[config.mk]
export PLATFORM = sky130hd
export DESIGN_NAME = debounced_toggle_relay_controller_core
export DESIGN_NICKNAME = d
export VERILOG_FILES = /design/src/design/dtrc_pkg.sv /design/src/design/dtrc_button.sv /design/src/design/debounced_toggle_relay_controller_core.sv
export VERILOG_INCLUDE_DIRS = /design/src /design/src/design
export SDC_FILE = /design/constraint.sdc
export NUM_CORES = 1
export LEC_CHECK = 0
export ABC_AREA = 1
export BUFFER_PORTS_ARGS = -buffer_cell sky130_fd_sc_hd__buf_2
export CORE_MARGIN = 8
export CORE_UTILIZATION = 60
export CTS_CLUSTER_DIAMETER = 200
export DETAILED_ROUTE_END_ITERATION = 10
export MAX_ROUTING_LAYER = met4
export PLACE_DENSITY = 0.81
export SLEW_MARGIN = 20
export SYNTH_ARGS = -nofsm -noshare
export SYNTH_HDL_FRONTEND = slang
export SYNTH_SLANG_ARGS = --single-unit
[constraint.sdc]
create_clock -name clk -period 5.3 [get_ports clk]
set_clock_uncertainty 0.15 [all_clocks]
set_input_delay 0 -clock clk [delete_from_list [all_inputs] [get_ports clk]]
set_output_delay 0 -clock clk [all_outputs]
set_load 0.05 [all_outputs]
[src/design/assert_macros.svh]
// Assertion macros shared by the relay controller RTL.
`ifndef ASSERT_MACROS_SVH
`define ASSERT_MACROS_SVH
`ifndef SYNTHESIS
// Checked property, disabled while reset is high.
`define DTR_ASSERT(label, clk, rst, prop) \
  label: assert property (@(posedge clk) disable iff (rst) (prop)) \
    else $error("relay controller check failed");
// Checked property that also holds during reset.
`define DTR_ASSERT_ALWAYS(label, clk, prop) \
  label: assert property (@(posedge clk) (prop)) \
    else $error("relay controller check failed");
`else
`define DTR_ASSERT(label, clk, rst, prop)
`define DTR_ASSERT_ALWAYS(label, clk, prop)
`endif
`endif

[src/design/dtrc_pkg.sv]
// Shared constants, codes and types of the relay controller.
package dtrc_pkg;

  localparam int NUM_CHANNELS = 4;
  localparam int NUM_BUTTONS  = 4;
  localparam int CH_W         = (NUM_CHANNELS > 1) ? $clog2(NUM_CHANNELS) : 1;
  localparam int DRIVE_N      = (NUM_CHANNELS < NUM_BUTTONS) ? NUM_CHANNELS : NUM_BUTTONS;
  localparam int TIMER_W      = 16;
  localparam int VALUE_W      = 8;
  localparam int COUNT_W      = 9;

  localparam logic [TIMER_W-1:0] PRESS_CONFIRM_RESET   = 16'd50;
  localparam logic [TIMER_W-1:0] RELEASE_LOCKOUT_RESET = 16'd1000;

  // Input item kinds.
  localparam logic ACT_TICK    = 1'b0;
  localparam logic ACT_COMMAND = 1'b1;

  // Remote command modes.
  localparam logic MODE_RELAY = 1'b0;
  localparam logic MODE_IR    = 1'b1;

  // Configuration register indexes.
  localparam logic [1:0] CFG_PRESS_CONFIRM   = 2'd0;
  localparam logic [1:0] CFG_RELEASE_LOCKOUT = 2'd1;
  localparam logic [1:0] CFG_BUTTONS_ENABLED = 2'd2;

  // Debouncer phases; the unused code behaves as idle.
  typedef enum logic [1:0] {
    PH_IDLE  = 2'd0,
    PH_LOCK  = 2'd1,
    PH_ARMED = 2'd3
  } phase_t;

  // Per-tick control handed to each button debouncer.
  typedef struct packed {
    logic               step;
    logic               level;
    logic [TIMER_W-1:0] confirm_ticks;
    logic [TIMER_W-1:0] lockout_ticks;
  } btn_ctl_t;

endpackage

[src/design/dtrc_button.sv]
// Debouncer for one pushbutton: idle, armed and lockout phases.
`include "assert_macros.svh"
module dtrc_button import dtrc_pkg::*; (
  input  logic     clk,
  input  logic     rst,
  input  btn_ctl_t ctl,
  output logic     toggle
);

  phase_t             phase;
  phase_t             phase_next;
  logic [TIMER_W-1:0] timer;
  logic [TIMER_W-1:0] timer_next;

  always_comb begin
    phase_next = phase;
    timer_next = timer;
    if (ctl.step) begin
      unique case (phase)
        PH_LOCK: begin
          if (timer >= ctl.lockout_ticks) begin
            if (ctl.level) begin
              phase_next = PH_IDLE;
              timer_next = '0;
            end
          end else begin
            timer_next = timer + 1'b1;
          end
        end
        PH_ARMED: begin
          if (ctl.level) begin
            phase_next = PH_IDLE;
            timer_next = '0;
          end else if (timer >= ctl.confirm_ticks) begin
            phase_next = PH_LOCK;
            timer_next = '0;
          end else begin
            timer_next = timer + 1'b1;
          end
        end
        default: begin
          if (!ctl.level) begin
            phase_next = PH_ARMED;
            timer_next = '0;
          end else begin
            phase_next = PH_IDLE;
          end
        end
      endcase
    end
  end

  always_comb begin
    toggle = ctl.step && (phase == PH_ARMED) && !ctl.level && (timer >= ctl.confirm_ticks);
  end

  always_ff @(posedge clk) begin
    if (rst) begin
      phase <= PH_IDLE;
      timer <= '0;
    end else begin
      phase <= phase_next;
      timer <= timer_next;
    end
  end

  `DTR_ASSERT(a_toggle_locks, clk, rst, toggle |=> (phase == PH_LOCK) && (timer == '0))
  `DTR_ASSERT(a_hold_without_tick, clk, rst, !ctl.step |=> $stable(phase) && $stable(timer))
  `DTR_ASSERT(a_arm_clears_timer, clk, rst, $rose(phase == PH_ARMED) |-> (timer == '0))

endmodule

[src/design/debounced_toggle_relay_controller_core.sv]
// Top level of the four-channel debounced toggle relay controller.
//
//   Channel | Direction | Handshake            | Contents
//   --------+-----------+----------------------+------------------------------------------
//   in      | input     | in_valid / in_stall   | action, button_levels, relay_index,
//           |           |                      | command_value, command_mode
//   out     | output    | out_valid / out_stall | relay_drive, ir_strobe, ir_code,
//           |           |                      | command_rejected
//   cfg     | input     | cfg_valid / cfg_ready | cfg_index, cfg_data
//
// Every item yields exactly one result: the item passes through the input register, where all
// channels update, and its result is held in the result register until it transfers out.
// A new item can be taken every cycle; the only limit is the result register, so the
// input stalls only while a registered item waits behind a stalled result.
// Reset is synchronous and active high; it clears the relays, the debouncers, the
// off timer, the IR latch and restores the configuration defaults.
// Configuration writes are always ready and should be issued while the block is idle.
`include "assert_macros.svh"
module debounced_toggle_relay_controller_core import dtrc_pkg::*; (
  input  logic                 clk,
  input  logic                 rst,
  // Item input channel.
  input  logic                 in_valid,
  output logic                 in_stall,
  input  logic                 action,
  input  logic [3:0]           button_levels,
  input  logic [7:0]           relay_index,
  input  logic [VALUE_W-1:0]   command_value,
  input  logic                 command_mode,
  // Result output channel.
  output logic                 out_valid,
  input  logic                 out_stall,
  output logic [3:0]           relay_drive,
  output logic                 ir_strobe,
  output logic [7:0]           ir_code,
  output logic                 command_rejected,
  // Configuration write channel.
  input  logic                 cfg_valid,
  output logic                 cfg_ready,
  input  logic [1:0]           cfg_index,
  input  logic [TIMER_W-1:0]   cfg_data
);

  // Configuration registers.
  logic [TIMER_W-1:0] press_confirm_ticks;
  logic [TIMER_W-1:0] release_lockout_ticks;
  logic               buttons_enabled;

  // Input register holding one accepted item.
  logic               s1_valid;
  logic               s1_action;
  logic [3:0]         s1_levels;
  logic [7:0]         s1_index;
  logic [VALUE_W-1:0] s1_value;
  logic               s1_mode;

  // Controller state.
  logic [VALUE_W-1:0] relay_store [NUM_CHANNELS];
  logic [VALUE_W-1:0] relay_store_next [NUM_CHANNELS];
  logic [CH_W-1:0]    off_channel;
  logic [CH_W-1:0]    off_channel_next;
  logic [COUNT_W-1:0] off_countdown;
  logic [COUNT_W-1:0] off_countdown_next;
  logic               off_pending;
  logic               off_pending_next;
  logic [7:0]         ir_latch;
  logic [7:0]         ir_latch_next;

  logic               strobe_next;
  logic               rejected_next;
  logic [3:0]         drive_next;
  logic [COUNT_W-1:0] count_dec;
  logic [NUM_BUTTONS-1:0] toggle;
  logic [NUM_CHANNELS-1:0] relay_on;

  // The item in the input register is processed when the result register can take it.
  logic out_free;
  logic do_step;
  logic tick_step;

  assign out_free  = !out_valid || !out_stall;
  assign do_step   = s1_valid && out_free;
  assign tick_step = do_step && (s1_action == ACT_TICK) && buttons_enabled;
  assign in_stall  = s1_valid && !out_free;
  assign cfg_ready = 1'b1;

  // Configuration writes; an index past the last register is dropped.
  always_ff @(posedge clk) begin
    if (rst) begin
      press_confirm_ticks   <= PRESS_CONFIRM_RESET;
      release_lockout_ticks <= RELEASE_LOCKOUT_RESET;
      buttons_enabled       <= 1'b1;
    end else if (cfg_valid && cfg_ready) begin
      unique case (cfg_index)
        CFG_PRESS_CONFIRM:   press_confirm_ticks   <= cfg_data;
        CFG_RELEASE_LOCKOUT: release_lockout_ticks <= cfg_data;
        CFG_BUTTONS_ENABLED: buttons_enabled       <= cfg_data[0];
        default: ;
      endcase
    end
  end

  // Input register: loads whenever it is empty or its item moves on this cycle.
  always_ff @(posedge clk) begin
    if (rst) begin
      s1_valid <= 1'b0;
    end else if (!in_stall) begin
      s1_valid <= in_valid;
    end
  end

  always_ff @(posedge clk) begin
    if (in_valid && !in_stall) begin
      s1_action <= action;
      s1_levels <= button_levels;
      s1_index  <= relay_index;
      s1_value  <= command_value;
      s1_mode   <= command_mode;
    end
  end

  // One debouncer per button; a button without a relay stays idle.
  for (genvar i = 0; i < NUM_BUTTONS; i++) begin : g_btn
    if (i < NUM_CHANNELS) begin : g_live
      btn_ctl_t ctl;
      assign ctl.step          = tick_step;
      assign ctl.level         = s1_levels[i];
      assign ctl.confirm_ticks = press_confirm_ticks;
      assign ctl.lockout_ticks = release_lockout_ticks;
      dtrc_button u_button (
        .clk    (clk),
        .rst    (rst),
        .ctl    (ctl),
        .toggle (toggle[i])
      );
    end else begin : g_none
      assign toggle[i] = 1'b0;
    end
  end

  assign count_dec = off_countdown - 1'b1;

  // Channel update for the item being processed. On a tick the off timer acts first,
  // then any confirmed press flips its relay between off and on.
  always_comb begin
    relay_store_next   = relay_store;
    off_channel_next   = off_channel;
    off_countdown_next = off_countdown;
    off_pending_next   = off_pending;
    ir_latch_next      = ir_latch;
    strobe_next        = 1'b0;
    rejected_next      = 1'b0;
    if (do_step) begin
      if (s1_action == ACT_TICK) begin
        if (off_pending) begin
          off_countdown_next = count_dec;
          if (count_dec == '0) begin
            relay_store_next[off_channel] = '0;
            off_pending_next = 1'b0;
          end
        end
        for (int ch = 0; ch < DRIVE_N; ch++) begin
          if (toggle[ch]) begin
            relay_store_next[ch] = (relay_store_next[ch] == '0) ? VALUE_W'(1) : '0;
          end
        end
      end else if (s1_mode == MODE_IR) begin
        ir_latch_next = s1_value;
        strobe_next   = 1'b1;
      end else if (s1_index >= 8'(NUM_CHANNELS)) begin
        rejected_next = 1'b1;
      end else begin
        relay_store_next[s1_index[CH_W-1:0]] = s1_value;
        // A value above one also schedules the relay to drop after value+1 ticks.
        if (s1_value > VALUE_W'(1)) begin
          off_channel_next   = s1_index[CH_W-1:0];
          off_countdown_next = {1'b0, s1_value} + 1'b1;
          off_pending_next   = 1'b1;
        end
      end
    end
  end

  always_comb begin
    drive_next = '0;
    for (int ch = 0; ch < DRIVE_N; ch++) begin
      drive_next[ch] = |relay_store_next[ch];
    end
  end

  always_comb begin
    for (int ch = 0; ch < NUM_CHANNELS; ch++) begin
      relay_on[ch] = |relay_store[ch];
    end
  end

  always_ff @(posedge clk) begin
    if (rst) begin
      for (int ch = 0; ch < NUM_CHANNELS; ch++) begin
        relay_store[ch] <= '0;
      end
      off_channel   <= '0;
      off_countdown <= '0;
      off_pending   <= 1'b0;
      ir_latch      <= '0;
    end else begin
      relay_store   <= relay_store_next;
      off_channel   <= off_channel_next;
      off_countdown <= off_countdown_next;
      off_pending   <= off_pending_next;
      ir_latch      <= ir_latch_next;
    end
  end

  // Result register; it refills in the same cycle that its contents transfer out.
  always_ff @(posedge clk) begin
    if (rst) begin
      out_valid <= 1'b0;
    end else if (out_free) begin
      out_valid <= s1_valid;
    end
  end

  always_ff @(posedge clk) begin
    if (do_step) begin
      relay_drive      <= drive_next;
      ir_strobe        <= strobe_next;
      ir_code          <= ir_latch_next;
      command_rejected <= rejected_next;
    end
  end

  `DTR_ASSERT(a_pending_has_count, clk, rst, off_pending |-> (off_countdown != '0))
  `DTR_ASSERT(a_relays_move_on_step, clk, rst, !do_step |=> $stable(relay_on))
  `DTR_ASSERT(a_strobe_or_reject, clk, rst, out_valid |-> !(ir_strobe && command_rejected))

endmodule

==> flow_summary.json <==
{
  "ir_worst_vdd_v": 0.000221,
  "drive_above_1_share_pct": 7.44,
  "yosysWarnings": 0,
  "avgSynthCellArea_um2": 7.12,
  "synth.cell_area_mm2": 0.0127,
  "r2r_slack_ns": 2.21,
  "worstSetupEndpointType": "flop",
  "critPathLaunchType": "flop",
  "final-hold-violation-count": 0,
  "p_leak_nw": 6.36,
  "synthDistinctLibCells": 45,
  "hp-class": "in -> reg",
  "ys.flop_type": "dfxtp_1",
  "synth-edff-count": 36,
  "firstDrtPassIters": 8,
  "grt_pass1_wl_um": 58000,
  "antenna_found_initial": 0,
  "grt_max_degree": 81,
  "wl_um": 35500,
  "async_flop_share_pct": 0,
  "syn_inst": 1783,
  "numPortBuffers": 60,
  "min_period_ns": 3.09,
  "worstSetupPathType": "reg -> reg",
  "status": "completed",
  "worstPathCellList": "inv_1 -> ha_1 -> nand2_1 -> inv_1 -> nand3_1 -> nor3_1 -> nand3_1 -> nand3_1 -> nand3_1 -> nand2_1 -> inv_1 -> o21ai_0 -> nor2_1",
  "postLayoutCoreUtil_pct": 68.4,
  "place_congestion": 0.935,
  "start_util_pct": 60.8,
  "ys_seq_area_share_pct": 33.6,
  "cp_max_fo": 15,
  "antenna_left": 0,
  "avgViaCountPerCell": 5.76,
  "dp_hpwl_um": 25200,
  "cts_tree": "done",
  "diodes": 0,
  "slowest_delay_ns": 0.47,
  "synth_nets": 1965,
  "fmax_mhz": 323,
  "cp_num_buf_inv": 3,
  "cts_setup_buffers": 0,
  "wl_per_cell_um": 16.5,
  "vias": 12429,
  "critPathTopFamily": "simple AND/OR/NAND/NOR gates",
  "grt_overflow": 0,
  "rows": 53,
  "clk_latency_ns": 0.45,
  "cts_resized": 0,
  "cts_max_level": 4,
  "cts_buffers": 17,
  "crit_arrival_ns": 3.28,
  "powerDensity_mw_per_mm2": 236,
  "cts-root-buf": "clkbuf_16",
  "drv_slew": 0,
  "drc_errors": 0,
  "tns_ns": 0,
  "worst_pin_slew_ns": 1.00,
  "io_pins": 62,
  "crit_path_frequent_cell": "nand3_1",
  "dieHeight_um": 161,
  "grt_usage_pct": 27.8,
  "dr.first_iter.drc_count": 1200,
  "cts.path.max_buffers": 2,
  "die_w_um": 161,
  "rsz0062_at_grt": "no",
  "power.total_mw": 3.37,
  "pre_cts_ws_ns": 2.38,
  "grt_pass1_vias": 11617,
  "setup_violations": 0,
  "core-area_mm2": 0.0209,
  "maxCapViolations": 0,
  "slew-limit-headroom_pct": 33.0,
  "clkTransAtPathRegs_ns": 0.08,
  "cts_hold_buffers": 47,
  "synth_seq_cells": 195,
  "die-area_mm2": 0.0261,
  "required_ns": 5.49,
  "critical-path-slowest-cell": "nand2_1",
  "post-route-period-util_pct": 58.3,
  "fin_nets": 2051,
  "setup_ws_ns": 2.21,
  "area_growth_pct": 12.5,
  "cts.sinks": 195
}
## synthesized netlist by cell type, types with 5 or more instances
library cell,instances,share of area [%]
o41ai_1,8,0.55
ha_1,137,13
inv_1,226,6.7
buf_2,15,0.59
a21oi_1,209,8.2
nor3_1,19,0.75
nor2_2,9,0.44
nand2_2,6,0.30
xor2_1,18,1.2
xnor2_1,8,0.55
edfxtp_1,36,8.5
a211oi_1,8,0.47
o21ai_0,98,3.9
nand2_1,370,11
o21bai_1,9,0.53
or2_2,10,0.49
o211ai_1,14,0.83
clkbuf_1,28,0.83
nor4_1,7,0.34
nor2_1,182,5.4
nand3_1,118,4.7
nand4_1,43,2.1
a31oi_1,5,0.25
dfxtp_1,159,25
## where the power goes
| part | internal (mW) | leakage, nW | switching, mW |
|---|---|---|---|
| Combinational | 0.132 | 4.43 | 0.273 |
| Sequential | 1.55 | 1.64 | 0.0371 |
| Clock | 0.722 | 0.295 | 0.656 |
## per-layer routing
layer  share of wire (%)  GRT usage [%]
met1                  41           32.5
met2                  49           47.6
met3                 6.4           3.74
met4                 3.5           11.4
met5                   0              -
## worst paths after layout
check                       startpoint                                 end  cells after the start
max reg2reg  release_lockout_ticks[15]  g_btn[2].g_live.u_button.timer[13]                     13
max          release_lockout_ticks[15]  g_btn[2].g_live.u_button.timer[13]                     13
min reg2reg             off_channel[0]                      off_channel[0]                      2
min                     relay_index[6]                         s1_index[6]                      2
## flip-flops by register name, indices dropped and copies added (netlist names)
| signal | cells |
|---|---|
| buttons_enabled | 1 |
| command_rejected | 1 |
| g_btn.g_live.u_button.phase | 8 |
| g_btn.g_live.u_button.timer | 64 |
| ir_code | 8 |
| ir_latch | 8 |
| ir_strobe | 1 |
| off_channel | 2 |
| off_countdown | 9 |
| off_pending | 1 |
| out_valid | 1 |
| press_confirm_ticks | 16 |
| relay_drive | 4 |
| relay_store | 32 |
| release_lockout_ticks | 16 |
| s1_action | 1 |
| s1_index | 8 |
| s1_levels | 4 |
| s1_mode | 1 |
| s1_valid | 1 |
| s1_value | 8 |
## cell usage in the layout, fill, tap and decap left out, types with 6 or more instances in the layout
cell type	n
edfxtp_1	36
ha_1	137
dlygate4sd3_1	47
o21bai_1	9
a211oi_1	8
or2_2	10
xnor2_1	8
nor4_1	7
nor2_1	181
o41ai_1	8
o211ai_1	14
nor2_2	10
nor3_1	19
nand2_2	6
o21ai_0	98
xor2_1	18
clkbuf_16	17
inv_1	226
nand3_1	118
nand2_1	370
buf_2	60
a21oi_1	209
nand4_1	43
dfxtp_1	159
## logic make-up after synthesis
logic type / Yosys count / synth area share [%]
compound gates: 373 / 15.9
xor+xnor: 26 / 1.79
fa+ha+maj: 137 / 13.5
buf+inv: 272 / 8.22
flops: 195 / 33.6
other cells: 1 / 0.0295
simple gates: 779 / 26.9
## worst register-to-register path, cell delays in order (launching register included)
cell     delay (ns)
dfxtp_1        0.31
inv_1          0.11
ha_1           0.33
nand2_1        0.07
inv_1          0.05
nand3_1        0.10
nor3_1         0.24
nand3_1        0.13
nand3_1        0.18
nand3_1        0.25
nand2_1        0.47
inv_1          0.28
o21ai_0        0.26
nor2_1         0.06
## metrics by stage
stage	cells	cell area [um2]	hold WS, ns
floorplan	1783	12700	-0.0511
global placement	2078	13200	0.0265
detailed placement	2078	13200	0.0281
CTS	2157	14300	0.0972
global route	2157	14300	0.111
finish	2157	14300	0.107
## layout make-up
| cell class | count | area, um2 |
|---|---|---|
| clock buffer | 17 | 425 |
| clock inverter | 15 | 194 |
| fill | 1722 | 6610 |
| inverter | 228 | 856 |
| multi-input combinational | 1316 | 7400 |
| sequential | 195 | 4260 |
| tap | 275 | 344 |
| timing repair buffer | 111 | 801 |
No activity file was read; power rests on OpenSTA's default activity.
